===== src/hdl/wsdf_pkg.sv =====
// ----------------------------------------------------------------------------
// wsdf_pkg
// Shared types and constants for the WebSocket frame deframer.
// ----------------------------------------------------------------------------
package wsdf_pkg;

  // Default width of the frame length counter
  localparam int unsigned LENGTH_WIDTH_DEF = 64;

  // Result queue depth (power of two)
  localparam int unsigned QUEUE_DEPTH = 2;
  localparam int unsigned QUEUE_AW    = $clog2(QUEUE_DEPTH);

  // Data opcodes
  localparam logic [3:0] OP_CONT   = 4'h0;
  localparam logic [3:0] OP_TEXT   = 4'h1;
  localparam logic [3:0] OP_BINARY = 4'h2;

  // Length escape codes in the second header byte
  localparam logic [6:0] LEN_EXT16 = 7'd126;
  localparam logic [6:0] LEN_EXT64 = 7'd127;

  // One result transaction
  typedef struct packed {
    logic [7:0] data;
    logic       byte_valid;
    logic       frame_end;
    logic       message_end;
    logic [3:0] msg_type;
    logic       drop;
  } wsdf_res_t;

endpackage


===== src/hdl/wsdf_front.sv =====
// ----------------------------------------------------------------------------
// wsdf_front
// Header parser and payload unmasker: one byte per accepted transaction,
// produces at most one result per byte.
// ----------------------------------------------------------------------------
module wsdf_front #(
  parameter int unsigned LENGTH_WIDTH = wsdf_pkg::LENGTH_WIDTH_DEF
) (
  input  logic                clk_i,
  input  logic                rst_ni,
  input  logic                accept_i,
  input  logic [7:0]          byte_i,
  output logic                res_valid_o,
  output wsdf_pkg::wsdf_res_t res_o
);
  import wsdf_pkg::*;

  typedef enum logic [2:0] {
    PH_HDR0 = 3'd0,
    PH_HDR1 = 3'd1,
    PH_EXT  = 3'd2,
    PH_KEY  = 3'd3,
    PH_PAY  = 3'd4
  } phase_e;

  phase_e                  phase_q, phase_d;
  logic                    final_q, final_d;
  logic [3:0]              op_q, op_d;
  logic                    mask_q, mask_d;
  logic [LENGTH_WIDTH-1:0] len_q, len_d;
  logic [2:0]              cnt_q, cnt_d;
  logic                    long_q, long_d;
  logic [31:0]             key_q, key_d;
  logic [1:0]              pos_q, pos_d;

  logic       is_data;
  logic       after_len;
  logic       hdr_done;
  logic       pay_end;
  logic [7:0] key_byte;

  assign is_data  = (op_q == OP_CONT) || (op_q == OP_TEXT) || (op_q == OP_BINARY);
  // key byte for this payload position, first key byte is the top one
  assign key_byte = mask_q ? key_q[{~pos_q, 3'b000} +: 8] : 8'h00;

  // Next-state and result logic
  always_comb begin
    phase_d     = phase_q;
    final_d     = final_q;
    op_d        = op_q;
    mask_d      = mask_q;
    len_d       = len_q;
    cnt_d       = cnt_q;
    long_d      = long_q;
    key_d       = key_q;
    pos_d       = pos_q;
    after_len   = 1'b0;
    hdr_done    = 1'b0;
    pay_end     = 1'b0;
    res_valid_o = 1'b0;
    res_o       = '0;
    res_o.msg_type = op_q;

    case (phase_q)
      PH_HDR1: begin
        mask_d = byte_i[7];
        cnt_d  = 3'd0;
        if (byte_i[6:0] < LEN_EXT16) begin
          len_d     = LENGTH_WIDTH'(byte_i[6:0]);
          after_len = 1'b1;
        end else begin
          long_d  = (byte_i[6:0] == LEN_EXT64);
          len_d   = '0;
          phase_d = PH_EXT;
        end
      end
      PH_EXT: begin
        len_d = {len_q[LENGTH_WIDTH-9:0], byte_i};
        if (cnt_q >= (long_q ? 3'd7 : 3'd1)) begin
          after_len = 1'b1;
        end else begin
          cnt_d = cnt_q + 3'd1;
        end
      end
      PH_KEY: begin
        key_d = {key_q[23:0], byte_i};
        if (cnt_q >= 3'd3) begin
          hdr_done = 1'b1;
        end else begin
          cnt_d = cnt_q + 3'd1;
        end
      end
      PH_PAY: begin
        pos_d   = pos_q + 2'd1;
        len_d   = len_q - LENGTH_WIDTH'(1);
        pay_end = (len_d == '0);
        if (pay_end) begin
          phase_d = PH_HDR0;
        end
        if (is_data) begin
          res_valid_o       = 1'b1;
          res_o.data        = byte_i ^ key_byte;
          res_o.byte_valid  = 1'b1;
          res_o.frame_end   = pay_end;
          res_o.message_end = pay_end & final_q;
        end else if (pay_end) begin
          res_valid_o = 1'b1;
          res_o.drop  = 1'b1;
        end
      end
      default: begin
        final_d = byte_i[7];
        op_d    = byte_i[3:0];
        phase_d = PH_HDR1;
      end
    endcase

    // length known: key next, or header complete
    if (after_len) begin
      cnt_d = 3'd0;
      if (mask_d) begin
        phase_d = PH_KEY;
      end else begin
        hdr_done = 1'b1;
      end
    end

    // header complete: payload next, or close an empty frame
    if (hdr_done) begin
      pos_d = 2'd0;
      cnt_d = 3'd0;
      if (len_d != '0) begin
        phase_d = PH_PAY;
      end else begin
        phase_d     = PH_HDR0;
        res_valid_o = 1'b1;
        if (is_data) begin
          res_o.frame_end   = 1'b1;
          res_o.message_end = final_q;
        end else begin
          res_o.drop = 1'b1;
        end
      end
    end
  end

  // Parser state
  always_ff @(posedge clk_i or negedge rst_ni) begin
    if (!rst_ni) begin
      phase_q <= PH_HDR0;
      final_q <= 1'b0;
      op_q    <= '0;
      mask_q  <= 1'b0;
      len_q   <= '0;
      cnt_q   <= '0;
      long_q  <= 1'b0;
      key_q   <= '0;
      pos_q   <= '0;
    end else if (accept_i) begin
      phase_q <= phase_d;
      final_q <= final_d;
      op_q    <= op_d;
      mask_q  <= mask_d;
      len_q   <= len_d;
      cnt_q   <= cnt_d;
      long_q  <= long_d;
      key_q   <= key_d;
      pos_q   <= pos_d;
    end
  end

endmodule


===== src/hdl/wsdf_queue.sv =====
// ----------------------------------------------------------------------------
// wsdf_queue
// Short result queue between parser and output stage.
// ----------------------------------------------------------------------------
module wsdf_queue (
  input  logic                clk_i,
  input  logic                rst_ni,
  input  logic                push_i,
  input  wsdf_pkg::wsdf_res_t push_data_i,
  output logic                full_o,
  input  logic                pop_i,
  output logic                not_empty_o,
  output wsdf_pkg::wsdf_res_t pop_data_o
);
  import wsdf_pkg::*;

  wsdf_res_t           mem_q [QUEUE_DEPTH];
  logic [QUEUE_AW-1:0] wr_ptr_q, rd_ptr_q;
  logic [QUEUE_AW:0]   count_q, count_d;

  assign full_o      = (count_q == (QUEUE_AW + 1)'(QUEUE_DEPTH));
  assign not_empty_o = (count_q != '0);
  assign pop_data_o  = mem_q[rd_ptr_q];

  always_comb begin
    count_d = count_q;
    if (push_i && !pop_i) begin
      count_d = count_q + (QUEUE_AW + 1)'(1);
    end else if (pop_i && !push_i) begin
      count_d = count_q - (QUEUE_AW + 1)'(1);
    end
  end

  // Storage
  always_ff @(posedge clk_i) begin
    if (push_i) begin
      mem_q[wr_ptr_q] <= push_data_i;
    end
  end

  // Pointers and fill count
  always_ff @(posedge clk_i or negedge rst_ni) begin
    if (!rst_ni) begin
      wr_ptr_q <= '0;
      rd_ptr_q <= '0;
      count_q  <= '0;
    end else begin
      if (push_i) begin
        wr_ptr_q <= wr_ptr_q + 1'b1;
      end
      if (pop_i) begin
        rd_ptr_q <= rd_ptr_q + 1'b1;
      end
      count_q <= count_d;
    end
  end

endmodule


===== src/hdl/wsdf_back.sv =====
// ----------------------------------------------------------------------------
// wsdf_back
// Output register: takes results from the queue and presents them on the
// output channel.
// ----------------------------------------------------------------------------
module wsdf_back (
  input  logic                clk_i,
  input  logic                rst_ni,
  input  logic                q_not_empty_i,
  input  wsdf_pkg::wsdf_res_t q_data_i,
  output logic                q_pop_o,
  output logic                out_valid_o,
  input  logic                out_ready_i,
  output wsdf_pkg::wsdf_res_t out_res_o
);
  import wsdf_pkg::*;

  logic      valid_q;
  wsdf_res_t res_q;

  // load when the register is empty or being drained
  assign q_pop_o     = q_not_empty_i && (!valid_q || out_ready_i);
  assign out_valid_o = valid_q;
  assign out_res_o   = res_q;

  always_ff @(posedge clk_i or negedge rst_ni) begin
    if (!rst_ni) begin
      valid_q <= 1'b0;
    end else if (!valid_q || out_ready_i) begin
      valid_q <= q_not_empty_i;
    end
  end

  always_ff @(posedge clk_i) begin
    if (q_pop_o) begin
      res_q <= q_data_i;
    end
  end

endmodule


===== src/hdl/websocket_frame_deframer.sv =====
// ----------------------------------------------------------------------------
// websocket_frame_deframer
// Parses a raw WebSocket byte stream into unmasked payload bytes with
// frame-end, message-end and drop marks.
//
//   channel | direction | handshake              | payload
//   --------+-----------+------------------------+---------------------------
//   in      | input     | in_valid_i/in_ready_o   | in_byte_i
//   out     | output    | out_valid_o/out_ready_i | out_byte_o, byte_valid_o,
//           |           |                        | frame_end_o, message_end_o,
//           |           |                        | message_type_o, message_drop_o
//
// One input byte per cycle while the queue is not full; the parser handles
// each byte combinationally and pushes its result at the accepting edge.
// The output register then loads the result from the queue, so each
// result passes through queue and output register before it is offered.
// A two-entry queue sits between parser and output register; input ready
// drops only when that queue is full.
// Reset is asynchronous and clears parser state, queue and output valid.
// ----------------------------------------------------------------------------
module websocket_frame_deframer #(
  parameter int unsigned LENGTH_WIDTH = wsdf_pkg::LENGTH_WIDTH_DEF
) (
  input  logic       clk_i,
  input  logic       rst_ni,
  input  logic       in_valid_i,
  output logic       in_ready_o,
  input  logic [7:0] in_byte_i,
  output logic       out_valid_o,
  input  logic       out_ready_i,
  output logic [7:0] out_byte_o,
  output logic       byte_valid_o,
  output logic       frame_end_o,
  output logic       message_end_o,
  output logic [3:0] message_type_o,
  output logic       message_drop_o
);
  import wsdf_pkg::*;

  logic      accept;
  logic      res_valid;
  wsdf_res_t res;
  logic      q_full;
  logic      q_not_empty;
  logic      q_pop;
  wsdf_res_t q_data;
  wsdf_res_t out_res;

  assign in_ready_o = !q_full;
  assign accept     = in_valid_i && in_ready_o;

  wsdf_front #(
    .LENGTH_WIDTH(LENGTH_WIDTH)
  ) u_front (
    .clk_i      (clk_i),
    .rst_ni     (rst_ni),
    .accept_i   (accept),
    .byte_i     (in_byte_i),
    .res_valid_o(res_valid),
    .res_o      (res)
  );

  wsdf_queue u_queue (
    .clk_i      (clk_i),
    .rst_ni     (rst_ni),
    .push_i     (accept && res_valid),
    .push_data_i(res),
    .full_o     (q_full),
    .pop_i      (q_pop),
    .not_empty_o(q_not_empty),
    .pop_data_o (q_data)
  );

  wsdf_back u_back (
    .clk_i        (clk_i),
    .rst_ni       (rst_ni),
    .q_not_empty_i(q_not_empty),
    .q_data_i     (q_data),
    .q_pop_o      (q_pop),
    .out_valid_o  (out_valid_o),
    .out_ready_i  (out_ready_i),
    .out_res_o    (out_res)
  );

  assign out_byte_o     = out_res.data;
  assign byte_valid_o   = out_res.byte_valid;
  assign frame_end_o    = out_res.frame_end;
  assign message_end_o  = out_res.message_end;
  assign message_type_o = out_res.msg_type;
  assign message_drop_o = out_res.drop;

endmodule


===== config.mk =====
export PLATFORM = sky130hd
export DESIGN_NAME = websocket_frame_deframer
export DESIGN_NICKNAME = d
export VERILOG_FILES = /design/src/hdl/wsdf_pkg.sv /design/src/hdl/wsdf_front.sv /design/src/hdl/wsdf_queue.sv /design/src/hdl/wsdf_back.sv /design/src/hdl/websocket_frame_deframer.sv
export SDC_FILE = /design/constraint.sdc
export NUM_CORES = 1
export LEC_CHECK = 0
export BUFFER_PORTS_ARGS = -buffer_cell sky130_fd_sc_hd__buf_2
export CAP_MARGIN = 5
export CORE_MARGIN = 2
export CORE_UTILIZATION = 45
export DETAILED_ROUTE_END_ITERATION = 16
export HOLD_SLACK_MARGIN = 0.02
export PLACE_DENSITY_LB_ADDON = 0.08
export SLEW_MARGIN = 20
export SYNTH_ARGS = -nofsm -noshare
export SYNTH_HDL_FRONTEND = slang
export SYNTH_HIERARCHICAL = 1
export SYNTH_SLANG_ARGS = --single-unit

===== constraint.sdc =====
create_clock -name clk_i -period 10.7 [get_ports clk_i]
set_input_delay 2.14 -clock clk_i [delete_from_list [all_inputs] [get_ports clk_i]]
set_output_delay 2.14 -clock clk_i [all_outputs]
set_load 0.01 [all_outputs]

==> flow_summary.toml <==
[outcome]
outcome = "completed"

[placed_design]
dp_slack_ns = 4.58
io_buffers = 29
place.gp.congestion = 0.962
place_area_sq_um = 11200
dp_cells = 1480
dp_hpwl_um = 25800

[yosys]
synthArstFlopShare_pct = 70.7
synthesis.nets = 1252
synth_cell_types = 93
post_synth_instance_area_sq_um = 11000
syn-mean-instance-area_sq_um = 8.92
syn_inst = 1233
yosysSeqAreaShare_pct = 39.5
yosys_warnings = 6
synth-main-ff-cell = "dfrtp_1"
synth_edf_count = 48
ys_ff_latch = 164

[worst_setup_path]
r2r_slack_ns = 4.81
arrival_ns = 5.95
critPathMaxFanout = 16
r2r_cells = 14
required_ns = 10.76
start_kind = "register"
crit_path_top_delay_cell = "nor3_1"
critPathMaxStageDelay_ns = 0.97
worstSetupPathType = "register to register"
path_cells = "inv_1 > ha_1 > nor3b_2 > nand4_1 > nor3_1 > a41o_1 > a21oi_1 > or4_1 > a2111oi_2 > and4bb_1 > a22oi_2 > nand2_1 > and3b_1 > and2_1"
critical_path_buf_inv_count = 1
cp_top_family = "simple AND/OR/NAND/NOR gates"
end_kind = "register"
r2r-end = "u_queue/mem_q[1][10]"
reg2reg_from = "u_front/len_q[0]"

[power]
peakVddDrop_uv = 131
p_clk_share_pct = 15.3
p_comb_share_pct = 52.6
p_leak_uw = 0.00442
netSwitchingFraction_pct = 50.3
p_sw_uw = 2030
p_int_uw = 2010
p_seq_share_pct = 32.1
powerDensity_nw_per_um2 = 342

[clock_tree]
cts_hold_buf = 0
ctsHtreeMaxLevel = 4
root_buffer = "clkbuf_16"
post_cts_buffers = 0
cts_made_buffers = 17
numClockSinks = 164
clock_latency_ns = 0.44
clk_pin_slew_ns = 0.08
cts_max_path_buffers = 2
cts_tree = "done"
cts.repair.resized = 0

[timing]
finalSetupViolations = 0
fmax_mhz = 170
slew_headroom_pct = 26.5
slew_violations = 0
fin_tns_setup_ns = 0
min_period_over_period_pct = 55.0
timing.final.crit_period_ns = 5.89
worstMarginPinSlew_ns = 1.10
fin_skew_ns = 0.0163
hold_violations = 0
finalWorstSetupSlack_ns = 4.81
rsz0062_at_grt = "false"
holdWs_ns = 0.482

[routing]
wl_per_cell_um = 24.9
vias = 9956
drcViolationCount = 0
vias_per_cell = 6.58
wl_um = 37700
drtIter0Drc = 1216
ant_nets = 0
first_pass_iters = 5

[worst_hold_path]
hold_path.class = "register to register"
min_to = "u_queue/count_q[1]"
whs_path_depth = 1
hp-start = "u_queue/count_q[1]"

[global_route]
grt_pass1_vias = 9578
track_usage_pct = 29.8
antenna_found_initial = 0
gr-total-overflow = 0
grt_max_degree = 72
grt_pass1_wl_um = 59000

[cells_and_area]
fin_nets = 1194
layout_commonest_cell = "nand2_1"
multi_input_area_sq_um = 6080
syn2layout_area_growth_pct = 7.30
layout_common_cells = "119 x nand2_1, 115 x dfrtp_1, 107 x nor2_1"
antenna_cells = 0
seq_area_sq_um = 4350
final_cell_count_no_fill = 1512
final_layout_size_suffix_gt1_share_pct = 16.2
fillCellCount = 2306
design_area_sq_um = 11800

[die]
start_util_pct = 45.5
core_sq_um = 24200
die_w_um = 160
dieArea_sq_um = 25700
ios = 30
fp-row-count = 57
die_h_um = 160

[flow_run]
max-cap-violations = 0
## cells in the mapped netlist, drive strengths merged, types with 8 or more instances
cell type  instances  area [sq um]
nand3             41           210
mux2              65           766
a22oi             11          87.6
or2                8          50.1
a21oi             64           324
clkbuf           104           390
nor2b             13          81.3
buf               26           148
or3               16           100
nand4             29           181
or4               21           165
dfrtp            116          2900
inv               17          63.8
nor4              44           288
a22o              15           131
nor2             108           405
edfxtp            48          1440
nand2            119           447
a31oi             15          93.8
o21ai             88           440
nor3              38           195
mux4               8           180
o31ai              9          67.6
xor2              28           245
o22ai              9          56.3
xnor2             22           193
## stage by stage
stage / power, uW / utilization [%]
2_1_floorplan: 2680 / -
3_3_place_gp: 3370 / 46.4
3_5_place_dp: 3360 / 46.4
4_1_cts: 3990 / 48.8
5_1_grt: 4280 / 48.8
6_report: 4040 / 48.8
## flip-flops by register name, indices dropped and copies added, names as in the netlist, 2 cells and up
register,count
u_front/cnt_q,3
u_front/op_q,4
u_back/out_res_o,16
u_queue/count_q,2
u_front/key_q,32
u_front/len_q,64
u_front/pos_q,2
u_queue/mem_q,32
u_front/phase_q,3
## metal layers
metal  vias to the layer above  GRT usage (%)  share of wire [%]  wire, um
met2                       533           48.5                 47     17600
met4                         0           10.6                3.0      1130
met3                        81           4.65                8.0      3020
li1                       4473              -                  -         -
met1                      4869           40.6                 42     16000
met5                         -              0                  0         0
## cells by family after synthesis
logic type | share of synthesized area (%)
simple gates | 22.7
buf+inv | 5.47
compound gates | 17.9
fa+ha+maj | 1.34
mux | 9.14
xor+xnor | 3.98
flops | 39.5
## area by class of cell
class,instances,area share [%]
Tap cell,324,3.43
Timing Repair Buffer,53,2.78
Clock inverter,15,1.35
Multi-Input combinational cell,922,51.5
Sequential cell,164,36.8
Inverter,17,0.541
Clock buffer,17,3.60
## worst register-to-register path, cell delays in order, from the launching register on
cell       delay [ns]
dfrtp_1          0.49
inv_1            0.13
ha_1             0.25
nor3b_2          0.49
nand4_1          0.44
nor3_1           0.97
a41o_1           0.29
a21oi_1          0.08
or4_1            0.54
a2111oi_2        0.43
and4bb_1         0.32
a22oi_2          0.13
nand2_1          0.09
and3b_1          0.24
and2_1           0.64
## worst max-delay path by stage
stage / start / to / slack, ns / depth (start not counted)
after floorplan: in_byte_i[5] / u_queue/mem_q[0][0] / 4.95 / 12
after global placement: in_byte_i[6] / u_queue/mem_q[1][10] / 4.72 / 13
after detailed placement: in_byte_i[3] / u_queue/mem_q[1][10] / 4.58 / 13
after CTS: u_front/len_q[0] / u_queue/mem_q[1][8] / 5.00 / 14
after global routing: u_front/len_q[0] / u_queue/mem_q[1][11] / 4.53 / 14
final: u_front/len_q[0] / u_queue/mem_q[1][10] / 4.81 / 14
## power groups by stage
stage	Clock [uW]	Sequential, uW	Combinational [uW]
4_1_cts	635	1290	2070
5_1_grt	662	1340	2280
2_1_floorplan	0	988	1690
6_report	618	1300	2130
3_5_place_dp	0	1300	2060
3_3_place_gp	0	1300	2070
No activity file was read; power rests on OpenSTA's default activity.
